==> src/rtl/kcp_pkg.sv <==
// ----------------------------------------------------------------------------
// kcp_pkg
// Types and constants shared by the palette engine modules.
// ----------------------------------------------------------------------------
`default_nettype none
package kcp_pkg;
    localparam int MaxCenters = 16;
    localparam int IdxW = $clog2(MaxCenters);
    localparam int MaxPixels = 65536;
    localparam int CntW = $clog2(MaxPixels) + 1;
    localparam int SumW = CntW + 8;
    localparam int CenW = 16;
    localparam int DistW = 34;
    localparam int QuotW = SumW + 8;

    localparam logic [1:0] ModeLoad = 2'd0;
    localparam logic [1:0] ModePixel = 2'd1;
    localparam logic [1:0] ModeUpdate = 2'd2;
    localparam logic [1:0] ModeRead = 2'd3;

    typedef struct packed {
        logic [1:0] mode;
        logic [3:0] slot;
        logic [7:0] pixel_y;
        logic [7:0] pixel_cb;
        logic [7:0] pixel_cr;
    } in_item_t;

    typedef struct packed {
        logic [3:0] cluster_index;
        logic [33:0] min_distance_sq;
        logic [7:0] center_y;
        logic [7:0] center_cb;
        logic [7:0] center_cr;
        logic was_empty;
    } out_item_t;

    typedef struct packed {
        logic capture;
        logic dist_start;
        logic dist_step;
        logic accumulate;
        logic div_start;
        logic div_step;
        logic update_write;
        logic finish;
    } cmd_t;

    typedef struct packed {
        logic [1:0] mode;
        logic last_center;
        logic div_last;
        logic count_zero;
    } status_t;

    function automatic logic [7:0] round_center(input logic [CenW-1:0] c);
        logic [CenW:0] r;
        r = {1'b0, c} + (CenW+1)'(128);
        return (r[CenW:8] > 9'd255) ? 8'd255 : r[15:8];
    endfunction
endpackage
`default_nettype wire

==> src/rtl/kcp_ctrl.sv <==
// ----------------------------------------------------------------------------
// kcp_ctrl
// Sequencer for the palette engine: steps the search and the divider.
// ----------------------------------------------------------------------------
`default_nettype none
module kcp_ctrl (
    input  wire logic            clk,
    input  wire logic            rst_n,
    input  wire logic            in_valid,
    output logic                 in_stall,
    output logic                 out_valid,
    input  wire logic            out_stall,
    input  kcp_pkg::status_t     status,
    output kcp_pkg::cmd_t        cmd
);
    import kcp_pkg::*;

    typedef enum logic [6:0] {
        S_IDLE   = 7'b0000001,
        S_DIST   = 7'b0000010,
        S_ACC    = 7'b0000100,
        S_DIV    = 7'b0001000,
        S_WRITE  = 7'b0010000,
        S_OUT    = 7'b0100000,
        S_STORE  = 7'b1000000
    } state_t;

    state_t state_reg, state_next;

    always_ff @(posedge clk or negedge rst_n)
    begin
        if (!rst_n)
        begin
            state_reg <= S_IDLE;
        end
        else
        begin
            state_reg <= state_next;
        end
    end

    always_comb
    begin
        state_next = state_reg;
        cmd = '0;
        in_stall = 1'b1;
        out_valid = 1'b0;
        unique case (state_reg)
            S_IDLE:
            begin
                in_stall = 1'b0;
                if (in_valid)
                begin
                    cmd.capture = 1'b1;
                    state_next = S_WRITE;
                end
            end
            S_WRITE:
            begin
                priority if (status.mode == ModePixel)
                begin
                    cmd.dist_start = 1'b1;
                    state_next = S_DIST;
                end
                else if (status.mode == ModeUpdate && !status.count_zero)
                begin
                    cmd.div_start = 1'b1;
                    state_next = S_DIV;
                end
                else
                begin
                    cmd.update_write = 1'b1;
                    state_next = S_OUT;
                end
            end
            S_DIST:
            begin
                cmd.dist_step = 1'b1;
                if (status.last_center)
                begin
                    state_next = S_ACC;
                end
            end
            S_ACC:
            begin
                cmd.accumulate = 1'b1;
                state_next = S_OUT;
            end
            S_DIV:
            begin
                cmd.div_step = 1'b1;
                if (status.div_last)
                begin
                    state_next = S_STORE;
                end
            end
            S_STORE:
            begin
                cmd.update_write = 1'b1;
                state_next = S_OUT;
            end
            S_OUT:
            begin
                out_valid = 1'b1;
                if (!out_stall)
                begin
                    cmd.finish = 1'b1;
                    state_next = S_IDLE;
                end
            end
            default:
            begin
                state_next = S_IDLE;
            end
        endcase
    end
endmodule
`default_nettype wire

==> config.mk <==
export PLATFORM = sky130hd
export DESIGN_NAME = kcp_ctrl
export DESIGN_NICKNAME = d
export VERILOG_FILES = /design/src/rtl/kcp_pkg.sv /design/src/rtl/kcp_ctrl.sv
export SDC_FILE = /design/constraint.sdc
export NUM_CORES = 1
export LEC_CHECK = 0
export BUFFER_PORTS_ARGS = -buffer_cell sky130_fd_sc_hd__buf_2
export CORE_MARGIN = 2
export CORE_UTILIZATION = 25
export CTS_BUF_LIST = sky130_fd_sc_hd__clkbuf_2
export CTS_CLUSTER_DIAMETER = 120
export DETAILED_ROUTE_END_ITERATION = 8
export SLEW_MARGIN = 20
export SYNTH_ARGS = -nofsm -noshare
export SYNTH_HDL_FRONTEND = slang
export SYNTH_SLANG_ARGS = --single-unit
==> constraint.sdc <==
create_clock -name clk -period 1.78 [get_ports clk]
set_clock_uncertainty 0.1 [all_clocks]
set_input_delay 0.178 -clock clk [delete_from_list [all_inputs] [get_ports clk]]
set_output_delay 0.178 -clock clk [all_outputs]
set_load 0.02 [all_outputs]
# Word level (Yosys, flattened, before mapping)
# Cells that the tools add are included.
[totals] register_bits=7 in_bits=9 out_inout_bits=10 word_cells=42
[classes] n_eq_ne=13 n_mux=24 n_reduce_logical=4
[op_table] cell="$pmux W7 S6" count=1
[op_table] cell="$mux W7" count=5
[op_table] cell="$mux W1" count=16
[op_table] cell="$ne A2 B2 Y1 const B" count=4
[op_table] cell="$eq A7 B1 Y1 const B" count=1
[op_table] cell="$eq A7 B2 Y1 const B" count=1
[op_table] cell="$eq A7 B3 Y1 const B" count=1
[op_table] cell="$eq A7 B4 Y1 const B" count=1
[op_table] cell="$eq A7 B5 Y1 const B" count=1
[op_table] cell="$eq A7 B6 Y1 const B" count=1
[op_table] cell="$eq A7 B7 Y1 const B" count=1
[op_table] cell="$mux W6" count=1
[op_table] cell="$reduce_and A4 Y1" count=1
[op_table] cell="$eq A2 B1 Y1 const B" count=1
[op_table] cell="$eq A2 B2 Y1 const B" count=1
[op_table] cell="$pmux W1 S2" count=1
[op_table] cell="$reduce_or A2 Y1" count=1
[op_table] cell="$logic_and A1 B1 Y1" count=1
[op_table] cell="$logic_not A1 Y1" count=1

# Logic depth before layout (Yosys ltp)
# Gate-level depths: netlist (run 1).
[depth] ltp_word=5 depth_mapped=4 ltp_nobuf=4

# Worst setup path before layout (run 1)
# OpenSTA, ideal clock, no wires.
[synth_path] path_kind="reg-to-output" start="register state_reg[1]" end="output cmd[0] (netlist name)" arrival_ps=1513 required_ps=1502 path_slack_ps=-11 stages_incl_launch_ff=4 path_buffers=0 path_cell_list="dfrtp_1 nor4_1 and3_1 nor2b_1"
[synth_lines] item="start, declared" line_no="kcp_ctrl.sv:28" source="state_t state_reg, state_next;"
[synth_lines] item="start signal, assigned" line_no="kcp_ctrl.sv:38" source="state_reg <= state_next;"
[synth_lines] item="end, declared" line_no="kcp_ctrl.sv:14" source="output kcp_pkg::cmd_t cmd"

==> summary.md, run 1 <==
| Metric | Value |
|---|---|
| Status | `finished with violations` |
| Failing checks | `negative setup slack` |
| Sw frac | `between 40% and 50%` |
| Max FFs per register | `7` |
| Top cell type's share of synthesized area | `30.8%` |
| Main combinational cell family by area after synthesis | `simple AND/OR/NAND/NOR gates` |
| DP Wirelength | `approximately 950 µm` |
| Layout cells sized above 1 | `just under 60%` |
| Clock Sinks | `7` |
| Worst slack at placement | `around 150 ps` |
| Port Buf Inserts | `18` |
| Synth Area in Compound Gates | `11.8%` |
| Power Total | `between 0.8 and 0.9 mW` |
| IO Pins | `19` |
| Hold/Removal Path Class | `in2reg` |
| P_sw | `0.345 mW` |
| Core Box Area | `1780 µm²` |
| PD cells | `slightly above 1000 nW/µm²` |
| Final WS setup | `-48.7 ps` |
| Area after DPL | `a little over 600 µm²` |
| Antenna violations before repair | `0` |
| Cell count after synthesis | `57` |
| H-tree level count | `1` |
| Router iterations before antenna repair | `4` |
| Die H | `48.2 µm` |
| Commonest non-fill, non-tap cell in the layout | `buf_4` |
| Clock transition at the registers of the reported paths | `80 ps` |
| Cell Int Power | `0.511 mW` |
| Largest net degree at the start of global routing | `9` |
| Routed vias/inst | `4.76` |
| Mean area per synthesized cell | `8.56 µm²` |
| Initial Util | `27.4%` |
| Post-route insts no fill | `114` |
| Worst Max-Slew Pin Slew | `281 ps` |
| Final setup fails | `2` |
| Total GRT Usage | `13.0%` |
| Yosys top cell by area | `dfrtp_1` |
| DRC Markers | `0` |
| Via count | `543` |
| Post-synthesis cell type count | `27` |
| Multiplexer share of the synthesized area | `0%` |
| Sum of buffers and inverters on the critical path | `1` |
| Ranking of synthesized cells by area | `dfrtp_1, nor2b_1, nor3b_1` |
| DRT iter0 DRCs | `7` |
| Grt ovf | `0` |
| Commonest cells after routing, fill and taps aside | `buf_4, buf_2, buf_6` |
| Async SR Flop Fraction | `100%` |
| Critical path class | `reg2out` |
| Antenna-violating nets left | `0` |
| Sequential-to-total area share from yosys stat | `36.2%` |
| Post-synthesis adder-cell area fraction | `0%` |
| Leak | `around 0.39 nW` |
| RSZ-0062 raised after global routing | `yes` |
| Clock Latency Late Sink | `240 ps` |
| CTS Root Cell | `clkbuf_2` |
| Routed WL per cell | `around 12 µm` |
| Post-route cell area | `between 800 and 900 µm²` |
| Startpoint types | `register` |
| Row Count | `15` |
| Setup TNS | `-81.9 ps` |
| Worst vdd ir | `0.514 mV` |
| Syn Nets | `66` |
| Worst Setup End Kind | `output pin` |
| DIE AREA | `2320 µm²` |
| Die Width | `48.2 µm` |
| Synth Register Bits | `7` |
| Max Slew Vio Count | `0` |
| Area delta synth->final | `70.8%` |
| Vias in the first global route | `between 400 and 500` |
| Layout Utilization | `46.7%` |
| Final hold slack | `33.6 ps` |
| Delay-heaviest family, CP | `simple AND/OR/NAND/NOR gates` |
| Max clock buf depth | `2` |
| CP max stage cell | `dfrtp_2` |
| DP Cell Count | `99` |
| Crit path DAT | `1550 ps` |
| Fin nets | `99` |
| Mapped cell area | `488 µm²` |
| Max Cap Viol | `0` |
| First-pass GRT wire length | `about 2100 µm` |
| Part of the cycle the worst path needs | `103%` |
| Crit path required time | `~1500 ps` |
| EDFF count, synth | `0` |
| Max Fanout on Critical Path | `5` |
| Fmax | `547 MHz` |
| Comb power frac | `54.0%` |
| Antenna fix cells | `0` |
| TritonCTS clock tree | `built` |
| Simple-gate share of the synthesized area | `44.9%` |
| Critical Path, Cell by Cell | `or2_4 -> or3_4 -> nor2_4 -> buf_6` |
| Clk pwr share | `14.3%` |
| Num CTS Buffers | `3` |
| Fin crit period | `1830 ps` |
| Post-synthesis xor/xnor area fraction | `under 10%` |
| Largest stage delay, worst path | `about 470 ps` |
| Final hold vios | `0` |
| Final WL | `1360 µm` |
| Yosys warns | `0` |
| Flop pwr share | `31.7%` |
| Main flop type after synthesis | `dfrtp_1` |
| Final GP Congestion | `0.773` |
| Rel. slew slack | `81.3%` |
[power groups by stage]
stage | Sequential, mW | Clock (mW) | Combinational [mW]
finish | 0.271 | 0.122 | 0.462
global route | 0.280 | 0.139 | 0.510
CTS | 0.261 | 0.128 | 0.370
detailed placement | 0.248 | 0 | 0.315
global placement | 0.251 | 0 | 0.309
floorplan | 0.233 | 0 | 0.229
[cells by family (layout without fill, tap and decap cells)]
family,after synthesis,in the layout
AO/OA/AOI/OAI,8,8
XOR/XNOR,1,1
buffers and inverters,5,37
flip-flops,7,7
AND/OR/NAND/NOR,36,36
[worst paths after layout]
check	from	to	slack, ps	cells past startpoint
worst min register to register	state_reg[0]	state_reg[0]	550	2
worst min-delay path	status[2]	state_reg[1]	30	2
max in group asynchronous	rst_n	state_reg[0]	1160	2
worst max-delay path	state_reg[4]	cmd[4]	-50	4
min in group asynchronous	rst_n	state_reg[4]	190	2
worst max register to register	state_reg[2]	state_reg[1]	210	5
[cell usage after synthesis (2+ instances only)]
| cell type | n |
|---|---|
| a21oi_1 | 2 |
| and3_1 | 3 |
| buf_4 | 2 |
| dfrtp_1 | 6 |
| inv_1 | 3 |
| nand2_1 | 3 |
| nand3_1 | 2 |
| nor2_1 | 4 |
| nor2b_1 | 5 |
| nor3_1 | 3 |
| nor3b_1 | 4 |
| o211ai_1 | 2 |
| or2_1 | 2 |
| or3_1 | 3 |
[area by class of cell]
cell class / instances / area (µm²)
Clock buffer: 4 / 20.0
Sequential cell: 7 / 181
Inverter: 3 / 11.3
Timing Repair Buffer: 30 / 225
Tap cell: 25 / 31.3
Fill cell: 174 / 950
Multi-Input combinational cell: 45 / 364
[routing by layer]
metal | part of all wire, % | track usage [%]
met1 | 43 | 15.7
met2 | 52 | 22.1
met3 | 5.1 | 4.44
met4 | 0 | 3.24
met5 | 0 | 0
[what timing repair did]
item                       4_1_cts  5_1_grt
gates cloned                     0        0
setup endpoints to repair        5        9
hold buffers                     1        0
buffers inserted                 7        3
resized for setup               17       18
hold endpoints to repair         7        0
pin swaps                        5        7
No activity file was read; power rests on OpenSTA's default activity.
==> run 2: changes to the inputs <==
- CTS_CLUSTER_SIZE: unset -> 20
- SETUP_SLACK_MARGIN: unset -> 0.2
==> run 2 against run 1 <==
- the run still ends with negative setup slack left
- wire length up 21%
- sequential cell count unchanged
- via count up 8.3%
- combinational power up 33%
- clock power about the same
- die area unchanged
- hold slack better by 73 ps
- non-clock buffer count up 4
- largest power group unchanged
==> summary.md, run 2 (synthesis results as in run 1) <==
| Metric | Value |
|---|---|
| Max Cap Viol | `0` |
| Max Fanout on Critical Path | `7` |
| Rel. slew slack | `80.4%` |
| DIE AREA | `2320 µm²` |
| RSZ-0062 raised after global routing | `yes` |
| Core Box Area | `1780 µm²` |
| Crit path required time | `1500 ps` |
| Row Count | `15` |
| Die Width | `48.2 µm` |
| CTS Root Cell | `clkbuf_2` |
| Crit path DAT | `1620 ps` |
| Antenna violations before repair | `0` |
| Area delta synth->final | `89.0%` |
| Final setup fails | `5` |
| Critical path class | `reg2out` |
| Hold EP | `state_reg[5]` |
| DRC Markers | `0` |
| RR Startpoint | `state_reg[3]` |
| Initial Util | `27.4%` |
| Startpoint types | `register` |
| Antenna-violating nets left | `0` |
| Total GRT Usage | `15.2%` |
| Final WL | `1640 µm` |
| Fin nets | `103` |
| Commonest non-fill, non-tap cell in the layout | `buf_6` |
| Max FFs per register | `7` |
| Worst Setup End Kind | `output pin` |
| Clock Latency Late Sink | `between 200 and 300 ps` |
| Status | `finished with violations` |
| Clock Sinks | `7` |
| Fmax | `528 MHz` |
| IO Pins | `19` |
| Max clock buf depth | `2` |
| Final hold vios | `0` |
| Worst Max-Slew Pin Slew | `approximately 290 ps` |
| First-pass GRT wire length | `2340 µm` |
| TritonCTS clock tree | `built` |
| DP Wirelength | `983 µm` |
| Leak | `0.419 nW` |
| Failing checks | `negative setup slack` |
| Final WS setup | `-115 ps` |
| Worst Setup SP | `state_reg[3]` |
| Commonest cells after routing, fill and taps aside | `buf_6, buf_4, buf_2` |
| Hold Startpoint | `out_stall` |
| Area after DPL | `just over 600 µm²` |
| Routed vias/inst | `4.98` |
| Router iterations before antenna repair | `4` |
| Hold/Removal Path Class | `in2reg` |
| PD cells | `1080 nW/µm²` |
| Die H | `a little under 50 µm` |
| Setup slack, reg-to-reg | `170 ps` |
| Via count | `588` |
| R2R cell count | `5` |
| Final GP Congestion | `approximately 0.84` |
| Vias in the first global route | `around 550` |
| Num CTS Buffers | `3` |
| WHS Path Cells | `2` |
| RR Endpoint | `state_reg[1]` |
| Layout cells sized above 1 | `around 62%` |
| Largest net degree at the start of global routing | `9` |
| Routed WL per cell | `13.9 µm` |
| H-tree level count | `1` |
| Fin crit period | `~1900 ps` |
| Antenna fix cells | `0` |
| Port Buf Inserts | `18` |
| Max Slew Vio Count | `0` |
| Clock transition at the registers of the reported paths | `70 ps` |
| Post-route cell area | `922 µm²` |
| Layout Utilization | `between 50% and 60%` |
| Part of the cycle the worst path needs | `106%` |
| Grt ovf | `0` |
| Worst vdd ir | `0.783 mV` |
| DRT iter0 DRCs | `10` |
run 2: changes by cell type in the layout (fill, tap and decap cells not counted), moves of 2 or more:
| cell | delta |
|---|---|
| buf_4 | -2 |
| buf_6 | +6 |
| or3_1 | -2 |
| or3_4 | +2 |
| buf_2 | -2 |
run 2: worst max path at each step:
stage	to	depth (start not counted)	slack, ps
floorplan	cmd[0]	3	240
detailed placement	cmd[5]	5	70
CTS	cmd[5]	5	-130
finish	cmd[5]	5	-110
global route	cmd[0]	6	-190
global placement	cmd[5]	5	100
run 2: cell type report:
type | instances | area [µm²]
clock buffer | 3 | 15.0
timing repair buffer | 34 | 298
sequential | 7 | 183
multi-input combinational | 45 | 379
tap | 25 | 31.3
clock inverter | 1 | 5.00
inverter | 3 | 11.3
fill | 167 | 861
run 2: stage by stage:
| step | power (mW) | setup slack, ps | setup TNS (ps) | instances | hold WS [ps] |
|---|---|---|---|---|---|
| floorplan | 0.471 | 241 | 0 | 57 | -218 |
| global placement | 0.559 | 102 | 0 | 98 | -83.0 |
| detailed placement | 0.562 | 70.6 | 0 | 98 | -82.6 |
| CTS | 0.888 | -125 | -337 | 114 | 109 |
| global route | 1.05 | -193 | -961 | 118 | 103 |
| finish | 0.992 | -115 | -389 | 118 | 106 |
run 2: per-layer routing:
metal | vias up | wire, µm | global-route usage (%)
met5 | - | 0 | 0
met4 | 0 | 55 | 12.4
met3 | 7 | 93 | 4.44
met2 | 24 | 842 | 25.3
met1 | 279 | 647 | 15.8
li1 | 278 | - | -
run 2: report_power, final:
part | switching [mW] | internal [mW] | total, mW
logic | 0.264 | 0.349 | 0.613
registers | 0.0619 | 0.199 | 0.261
clock network | 0.0676 | 0.0509 | 0.119
total | 0.393 | 0.599 | 0.992
run 2: critical path, cell delays in order, from the launching register on:
cell and delay, ps:
dfrtp_2 470, nor4_4 350, nand3_1 130, or2_1 260, inv_2 60, buf_6 110
run 2: repair_timing:
item                       CTS  global route
buffers inserted            10             4
pin swaps                   10             9
hold endpoints to repair     8             0
gates resized for setup     32            12
setup endpoints to repair   10            14
cloned                       0             0
hold buffers                 2             0
